--- src/rtl/fsp_pkg.sv ---
`timescale 1ns / 1ps

package fsp_pkg;

    // Pool geometry.
    localparam int MAX_SLOTS   = 256;
    localparam int ALIGN_BYTES = 16;
    localparam int LINK_BYTES  = 8;

    localparam int SLOT_W   = $clog2(MAX_SLOTS);
    localparam int CNT_W    = SLOT_W + 1;
    localparam int OBJ_W    = 13;
    localparam int STRIDE_W = 14;
    localparam int OFFSET_W = 20;
    localparam int PROD_W   = SLOT_W + STRIDE_W;
    localparam int TOTAL_W  = 32;
    localparam int CFG_W    = 13;

    // Output item packing.
    localparam int OUT_DATA_W = 88;
    localparam int OUT_USER_W = 2;

    // End-of-list marker in the link memory and in the head pointer.
    localparam logic [CNT_W-1:0] NULL_LINK = CNT_W'(MAX_SLOTS);

    localparam logic [CNT_W-1:0] RESET_SLOT_COUNT = CNT_W'(MAX_SLOTS);
    localparam logic [OBJ_W-1:0] RESET_OBJECT_BYTES = OBJ_W'(LINK_BYTES);

    typedef enum logic [1:0] {
        ST_OK          = 2'd0,
        ST_POOL_EMPTY  = 2'd1,
        ST_BAD_FREE    = 2'd2,
        ST_NULL_FREE   = 2'd3
    } status_t;

    typedef enum logic {
        CMD_ALLOC = 1'b0,
        CMD_FREE  = 1'b1
    } command_t;

    typedef enum logic {
        CFG_SLOT_COUNT   = 1'b0,
        CFG_OBJECT_BYTES = 1'b1
    } cfg_index_t;

    typedef enum logic [1:0] {
        S_IDLE = 2'b01,
        S_EXEC = 2'b10
    } state_t;

    // Slot stride: object size raised to one link, rounded up to the alignment.
    function automatic logic [STRIDE_W-1:0] stride_of(input logic [OBJ_W-1:0] obj);
        logic [STRIDE_W:0] sz;
        logic [STRIDE_W:0] rounded;
        begin
            sz = (obj < OBJ_W'(LINK_BYTES)) ? (STRIDE_W+1)'(LINK_BYTES)
                                             : (STRIDE_W+1)'(obj);
            rounded = (STRIDE_W+1)'(((sz + (STRIDE_W+1)'(ALIGN_BYTES - 1)) / ALIGN_BYTES)
                                    * ALIGN_BYTES);
            stride_of = rounded[STRIDE_W-1:0];
        end
    endfunction

endpackage

--- src/rtl/fixed_slot_pool_allocator.sv ---
`timescale 1ns / 1ps

// Channel   Direction  Signals                        Contents (lowest bit first)
// s_axis    in         tvalid tready tdata tuser      tdata: slot_index; tuser: command, has_slot
// m_axis    out        tvalid tready tdata tuser      tdata: granted_slot, slot_offset,
//                                                     used_count, free_count, peak_used,
//                                                     alloc_total; tuser: status
// cfg       in         cfg_wr_en cfg_index cfg_data   0 slot_count, 1 object_bytes
//
// Each item is worked in turn: it is accepted while the link of the current head slot
// is read from the link memory, then the list is updated and the result register loaded.
// The successor of the head slot is known only in the cycle after its read, so the block
// takes no new item until the one before it has been worked.
// While a result waits on m_axis, the next item is still accepted; its update waits
// until the result register frees up. After reset the pool holds 256 slots chained in
// order with an 8-byte object size; the chain is held by per-slot valid bits, so no
// clearing pass is needed and items are taken from the first cycle.

module fixed_slot_pool_allocator
    import fsp_pkg::*;
(
    input  logic                     clk,
    input  logic                     rst_n,
    // Input items.
    input  logic                     s_axis_tvalid,
    output logic                     s_axis_tready,
    input  logic [SLOT_W-1:0]        s_axis_tdata,   // [7:0] slot_index
    input  logic [1:0]               s_axis_tuser,   // [0] command, [1] has_slot
    // Result items.
    output logic                     m_axis_tvalid,
    input  logic                     m_axis_tready,
    output logic [OUT_DATA_W-1:0]    m_axis_tdata,   // [7:0] granted_slot,
                                                     // [27:8] slot_offset,
                                                     // [36:28] used_count,
                                                     // [45:37] free_count,
                                                     // [54:46] peak_used,
                                                     // [86:55] alloc_total, [87] zero
    output logic [OUT_USER_W-1:0]    m_axis_tuser,   // [1:0] status
    // Configuration writes.
    input  logic                     cfg_wr_en,
    input  logic                     cfg_index,
    input  logic [CFG_W-1:0]         cfg_data
);

    // Control and pool state.
    state_t                 state_reg, state_next;
    logic [CNT_W-1:0]       slot_count_reg;
    logic [STRIDE_W-1:0]    stride_reg;
    logic [CNT_W-1:0]       head_reg;
    logic [CNT_W-1:0]       used_reg;
    logic [CNT_W-1:0]       peak_reg;
    logic [TOTAL_W-1:0]     total_reg;

    // A link entry that was never written since the last rebuild holds its chained
    // default; the valid bit tells the two apart.
    logic [MAX_SLOTS-1:0]   link_valid_reg;
    logic                   rd_valid_reg;
    logic [SLOT_W-1:0]      rd_addr_reg;

    // The item under work.
    logic                   cmd_reg;
    logic                   has_slot_reg;
    logic [SLOT_W-1:0]      idx_reg;

    // Result register.
    logic                   out_valid_reg;
    logic [OUT_USER_W-1:0]  out_status_reg;
    logic [SLOT_W-1:0]      out_slot_reg;
    logic [OFFSET_W-1:0]    out_offset_reg;
    logic [CNT_W-1:0]       out_used_reg;
    logic [CNT_W-1:0]       out_free_reg;
    logic [CNT_W-1:0]       out_peak_reg;
    logic [TOTAL_W-1:0]     out_total_reg;

    logic                   in_accept;
    logic                   can_emit;
    logic                   do_exec;
    logic [CNT_W-1:0]       ram_rd_data;
    logic [CNT_W-1:0]       default_link;
    logic [CNT_W-1:0]       head_link;
    logic [CNT_W:0]         addr_plus_one;
    logic                   alloc_empty;
    logic                   free_bad;
    logic                   free_write;
    logic [PROD_W-1:0]      offset_prod;
    logic [CNT_W-1:0]       used_inc;
    logic [CNT_W-1:0]       used_dec;
    logic [CNT_W-1:0]       cfg_count;

    status_t                res_status;
    logic [SLOT_W-1:0]      res_slot;
    logic [OFFSET_W-1:0]    res_offset;
    logic [CNT_W-1:0]       res_used;
    logic [CNT_W-1:0]       res_peak;
    logic [TOTAL_W-1:0]     res_total;
    logic [CNT_W-1:0]       res_head;

    assign s_axis_tready = (state_reg == S_IDLE);
    assign in_accept     = s_axis_tvalid && s_axis_tready;
    assign can_emit      = !out_valid_reg || m_axis_tready;
    assign do_exec       = (state_reg == S_EXEC) && can_emit;

    // A free writes a link only with a real slot inside the pool while something is allocated.
    assign free_bad   = ({1'b0, idx_reg} >= slot_count_reg) || (used_reg == '0);
    assign free_write = do_exec && (cmd_reg == CMD_FREE) && has_slot_reg && !free_bad;

    fsp_ram #(
        .WIDTH (CNT_W),
        .DEPTH (MAX_SLOTS)
    ) u_link_ram (
        .clk     (clk),
        .wr_en   (free_write),
        .wr_addr (idx_reg),
        .wr_data (head_reg),
        .rd_en   (in_accept),
        .rd_addr (head_reg[SLOT_W-1:0]),
        .rd_data (ram_rd_data)
    );

    // Successor of the head slot: the stored link if written since the rebuild,
    // else the next slot in order, or the end marker past the last slot.
    assign addr_plus_one = (CNT_W+1)'(rd_addr_reg) + (CNT_W+1)'(1);
    assign default_link  = (addr_plus_one < (CNT_W+1)'(slot_count_reg))
                           ? addr_plus_one[CNT_W-1:0] : NULL_LINK;
    assign head_link     = rd_valid_reg ? ram_rd_data : default_link;

    assign alloc_empty = (head_reg >= slot_count_reg) || (head_reg >= NULL_LINK) ||
                         (used_reg >= slot_count_reg);

    assign offset_prod = PROD_W'(head_reg[SLOT_W-1:0]) * PROD_W'(stride_reg);
    assign used_inc    = used_reg + CNT_W'(1);
    assign used_dec    = used_reg - CNT_W'(1);

    always_comb
    begin
        res_status = ST_OK;
        res_slot   = '0;
        res_offset = '0;
        res_used   = used_reg;
        res_peak   = peak_reg;
        res_total  = total_reg;
        res_head   = head_reg;
        unique case (cmd_reg)
            CMD_ALLOC:
            begin
                if (alloc_empty)
                begin
                    res_status = ST_POOL_EMPTY;
                end
                else
                begin
                    res_slot   = head_reg[SLOT_W-1:0];
                    res_offset = offset_prod[OFFSET_W-1:0];
                    res_used   = used_inc;
                    res_peak   = (used_inc > peak_reg) ? used_inc : peak_reg;
                    res_total  = total_reg + TOTAL_W'(1);
                    res_head   = head_link;
                end
            end
            CMD_FREE:
            begin
                if (!has_slot_reg)
                begin
                    res_status = ST_NULL_FREE;
                end
                else if (free_bad)
                begin
                    res_status = ST_BAD_FREE;
                end
                else
                begin
                    res_used = used_dec;
                    res_head = {1'b0, idx_reg};
                end
            end
            default:
            begin
                res_status = ST_OK;
            end
        endcase
    end

    always_comb
    begin
        state_next = state_reg;
        unique case (state_reg)
            S_IDLE:
            begin
                if (in_accept)
                begin
                    state_next = S_EXEC;
                end
            end
            S_EXEC:
            begin
                if (can_emit)
                begin
                    state_next = S_IDLE;
                end
            end
            default:
            begin
                state_next = S_IDLE;
            end
        endcase
    end

    // The slot count takes the low nine bits of cfg_data; zero means one, above the pool size is clamped.
    always_comb
    begin
        cfg_count = cfg_data[CNT_W-1:0];
        if (cfg_count == '0)
        begin
            cfg_count = CNT_W'(1);
        end
        else if (cfg_count > CNT_W'(MAX_SLOTS))
        begin
            cfg_count = CNT_W'(MAX_SLOTS);
        end
    end

    always_ff @(posedge clk or negedge rst_n)
    begin
        if (!rst_n)
        begin
            state_reg      <= S_IDLE;
            slot_count_reg <= RESET_SLOT_COUNT;
            stride_reg     <= stride_of(RESET_OBJECT_BYTES);
            head_reg       <= '0;
            used_reg       <= '0;
            peak_reg       <= '0;
            total_reg      <= '0;
            link_valid_reg <= '0;
            out_valid_reg  <= 1'b0;
        end
        else
        begin
            state_reg <= state_next;

            // A new result takes the register in the same cycle the old one leaves.
            if (do_exec)
            begin
                out_valid_reg <= 1'b1;
            end
            else if (m_axis_tready)
            begin
                out_valid_reg <= 1'b0;
            end

            // Configuration is to be written only while the block is idle, a rule on the user that
            // the block leaves unchecked. Writing the slot count rebuilds the list and clears the counters.
            if (cfg_wr_en && (cfg_index == CFG_SLOT_COUNT))
            begin
                slot_count_reg <= cfg_count;
                head_reg       <= '0;
                used_reg       <= '0;
                peak_reg       <= '0;
                total_reg      <= '0;
                link_valid_reg <= '0;
            end
            else
            begin
                if (do_exec)
                begin
                    head_reg  <= res_head;
                    used_reg  <= res_used;
                    peak_reg  <= res_peak;
                    total_reg <= res_total;
                end
                if (free_write)
                begin
                    link_valid_reg[idx_reg] <= 1'b1;
                end
            end

            if (cfg_wr_en && (cfg_index == CFG_OBJECT_BYTES))
            begin
                stride_reg <= stride_of(cfg_data[OBJ_W-1:0]);
            end
        end
    end

    // Payload registers.
    always_ff @(posedge clk)
    begin
        if (in_accept)
        begin
            cmd_reg      <= s_axis_tuser[0];
            has_slot_reg <= s_axis_tuser[1];
            idx_reg      <= s_axis_tdata;
            rd_addr_reg  <= head_reg[SLOT_W-1:0];
            rd_valid_reg <= link_valid_reg[head_reg[SLOT_W-1:0]];
        end
        if (do_exec)
        begin
            out_status_reg <= res_status;
            out_slot_reg   <= res_slot;
            out_offset_reg <= res_offset;
            out_used_reg   <= res_used;
            out_free_reg   <= slot_count_reg - res_used;
            out_peak_reg   <= res_peak;
            out_total_reg  <= res_total;
        end
    end

    assign m_axis_tvalid = out_valid_reg;
    assign m_axis_tuser  = out_status_reg;
    assign m_axis_tdata  = {1'b0, out_total_reg, out_peak_reg, out_free_reg,
                            out_used_reg, out_offset_reg, out_slot_reg};

endmodule

--- src/rtl/fsp_ram.sv ---
`timescale 1ns / 1ps

module fsp_ram #(
    parameter int WIDTH = 8,
    parameter int DEPTH = 256
) (
    input  logic                     clk,
    input  logic                     wr_en,
    input  logic [$clog2(DEPTH)-1:0] wr_addr,
    input  logic [WIDTH-1:0]         wr_data,
    input  logic                     rd_en,
    input  logic [$clog2(DEPTH)-1:0] rd_addr,
    output logic [WIDTH-1:0]         rd_data
);

    logic [WIDTH-1:0] mem [DEPTH];

    always_ff @(posedge clk)
    begin
        if (wr_en)
        begin
            mem[wr_addr] <= wr_data;
        end
        if (rd_en)
        begin
            rd_data <= mem[rd_addr];
        end
    end

endmodule

--- config.mk ---
export PLATFORM = sky130hd
export DESIGN_NAME = fixed_slot_pool_allocator
export DESIGN_NICKNAME = d
export VERILOG_FILES = /design/src/rtl/fsp_pkg.sv /design/src/rtl/fixed_slot_pool_allocator.sv /design/src/rtl/fsp_ram.sv
export SDC_FILE = /design/constraint.sdc
export NUM_CORES = 2
export LEC_CHECK = 0
export BUFFER_PORTS_ARGS = -buffer_cell sky130_fd_sc_hd__buf_4
export CAP_MARGIN = 20
export CELL_PAD_IN_SITES_DETAIL_PLACEMENT = 1
export CELL_PAD_IN_SITES_GLOBAL_PLACEMENT = 2
export CORE_MARGIN = 3
export CORE_UTILIZATION = 44
export CTS_CLUSTER_DIAMETER = 80
export CTS_CLUSTER_SIZE = 14
export DETAILED_ROUTE_END_ITERATION = 10
export PLACE_DENSITY_LB_ADDON = 0.1
export SYNTH_ARGS = -nofsm -noshare
export SYNTH_HDL_FRONTEND = slang
export SYNTH_SLANG_ARGS = --single-unit
--- constraint.sdc ---
create_clock -name clk -period 7.8 [get_ports clk]
set_clock_uncertainty 0.05 [all_clocks]
set_input_delay 1.17 -clock clk [delete_from_list [all_inputs] [get_ports clk]]
set_output_delay 1.17 -clock clk [all_outputs]
set_load 0.02 [all_outputs]
==> flow_metrics.tcl <==
set metrics [dict create \
    regArea_mm2 0.08105 \
    max_freq_mhz 182.2 \
    die_w_um 512.7 \
    reg2reg_from "head_reg[0]" \
    pin_count 121 \
    synth_edf_count 2417 \
    hp-class "input pin to asynchronous set/reset pin" \
    fin_util 0.4861 \
    r2r_setup_slack_ns 2.31 \
    gp_congestion 0.7952 \
    period_share 0.7038 \
    ys_warn_count 0 \
    ys_seq_area_frac 0.7173 \
    place_inst 9597 \
    timing.final.ws_setup_ns 2.310 \
    crit_buf_inv 2 \
    slowest_stage "dfrtp_4" \
    final.setup.tns_ns 0 \
    cp_max_fo 38 \
    stdcell_count 9919 \
    r2r-end "out_free_reg[8]" \
    vias_per_cell 6.034 \
    avgSynthCellArea_um2 17.79 \
    drv_cap 0 \
    grt_pass1_wl_um 461600 \
    htreeDepth 4 \
    grt_overflow 0 \
    power.density_mw_per_mm2 237.2 \
    initialDrtViolationCount 5908 \
    io_buffers 115 \
    synth_top_area_share 0.6426 \
    antenna_found_initial 10 \
    synth_top_flop_cell "edfxtp_1" \
    crit_family "compound AO/OA/AOI/OAI gates" \
    crit_chain "inv_1 > ha_1 > nor2b_1 > o21ai_0 > a221oi_1 > o22a_1 > nand2_2 > buf_4 > o21bai_1 > xnor2_1 > ha_1 > o21a_1 > o31ai_1 > a21oi_1 > xnor2_1 > a311o_1 > nand2_1" \
    final_common_cell "edfxtp_1" \
    setup_violations 0 \
    vias 59850 \
    run_status "finished, final reports clean" \
    cts_tree "done" \
    start_kind "register" \
    synthTopCellsByArea "edfxtp_1 64%, mux4_2 12%, dfrtp_1 7.4%" \
    required_ns 8.37 \
    irDropWorstVdd_uv 210.1 \
    area_growth_syn_to_layout_pct 9.572 \
    ys_types 89 \
    cts_inserted_buffers 218 \
    async_flop_share 0.1224 \
    crit_path_end_kind "register" \
    drtAntennaViolNets 0 \
    post_cts_resized 0 \
    dpl.hpwl_um 196000 \
    place_ws_ns 2.194 \
    yosysTopAreaCell "edfxtp_1" \
    grt_pass1_vias 62640 \
    critPathCapture "out_free_reg[8]" \
    layout_min_cycle_time_ns 5.490 \
    final_net_count 6632 \
    largest_reg_flops 2304 \
    p_leak_nw 41.38 \
    cpPeakStageDelay_ns 0.96 \
    grt_setup_unrepaired "no" \
    postCtsSetupBuffers 0 \
    grt_max_degree 188 \
    syn_area_mm2 0.1130 \
    wl_per_cell_um 31.86 \
    dr.pass1.iters 5 \
    timing.hold.ws_ns 0.2075 \
    crit_arrival_ns 6.06 \
    dieArea_mm2 0.2628 \
    clock_path_buffers 3 \
    rr_worst_depth 17 \
    startpoint "head_reg[0]" \
    holdBufCountCts 0 \
    hold_violations 0 \
    coreArea_mm2 0.2546 \
    wl_um 316000 \
    cts_sinks 2754 \
    cp.depth 17 \
    ys_ff_latch 2754 \
    path_class "register to register" \
    grtUsageTotal 0.2400 \
    slew-limit-headroom 0.2312 \
    drive_gt1_frac 0.1904 \
    start_util 0.4436 \
    multi_input_area_mm2 0.02955 \
    worstMarginPinSlew_ns 1.149 \
    clk_latency_ns 0.87 \
    post-route-drc-count 0 \
    cts-root-buf "clkbuf_16" \
    slew_viol_final 0 \
    rows 185 \
    clkTransAtPathRegs_ns 0.07 \
    synth_cells 6349 \
    n_fill_cell 23390 \
    final_cell_mix "2417 x edfxtp_1, 606 x mux4_2, 467 x nand2_1" \
    die_height_um 512.7 \
]
where the power goes:
group          internal (W)  switching [W]  total (W)  leakage [nW]
logic              0.000891        0.00182    0.00271          10.2
registers            0.0162       0.000150     0.0164          28.2
clock network       0.00513        0.00514     0.0103          2.93
synth_stat cells (11+ instances only):
cell / instances
mux2i_1: 85
o2111ai_1: 12
clkbuf_1: 172
o31ai_1: 25
o21ai_1: 50
buf_6: 31
o211ai_1: 18
buf_1: 25
a31oi_1: 16
nand3_1: 98
xor2_1: 42
a21oi_1: 119
and3_1: 28
o22ai_1: 33
dfrtp_1: 334
a221oi_1: 69
nor2b_1: 16
a22o_1: 133
buf_4: 31
buf_2: 123
a21o_1: 11
or4_1: 11
and2_1: 72
fa_1: 48
o21ai_0: 198
nand4_1: 34
a22oi_1: 113
mux4_2: 606
xnor2_1: 59
nor4_1: 28
nor3_1: 70
nor2_1: 379
ha_1: 86
inv_1: 106
edfxtp_1: 2417
nand2_1: 468
nand2b_1: 23
cells by family after synthesis:
family                     share of synthesized area
other                                     0.00003320
adders and majority gates                    0.01803
AOI/OAI and AO/OA                            0.05243
buffers and inverters                        0.02291
and+or+nand+nor                              0.05174
DFF                                           0.7173
xor gates and xnor gates                    0.007832
muxes                                         0.1298
per-stage QoR:
step / total power [W] / area (µm²)
CTS: 0.02968 / 123600
global placement: 0.01942 / 117400
floorplan: 0.01838 / 113000
global route: 0.03041 / 123800
detailed placement: 0.01946 / 117500
finish: 0.02936 / 123800
per-layer routing:
metal  track usage  wire length, µm  up-vias
met3       0.03223            17190      369
met1        0.3551           141300    32390
met4       0.05892             7809        0
met5             0                0        -
li1              -                -    25370
met2        0.3792           149700     1722
worst min-delay path by stage:
| stage | end | slack [ns] |
|---|---|---|
| 3_3_place_gp | link_valid_reg[202] | 0.41 |
| 5_1_grt | total_reg[13] | 0.23 |
| 6_report | total_reg[13] | 0.21 |
| 2_1_floorplan | link_valid_reg[245] | 0.39 |
| 3_5_place_dp | link_valid_reg[146] | 0.42 |
| 4_1_cts | total_reg[13] | 0.20 |
cell type report:
type,count,share of cell area
Antenna cell,3,0.00006066
Clock buffer,278,0.04632
Clock inverter,23,0.002649
Inverter,108,0.003306
Multi-Input combinational cell,3092,0.2388
Sequential cell,2754,0.6549
Tap cell,3366,0.03403
Timing Repair Buffer,295,0.01999
No activity file was read; power rests on OpenSTA's default activity.
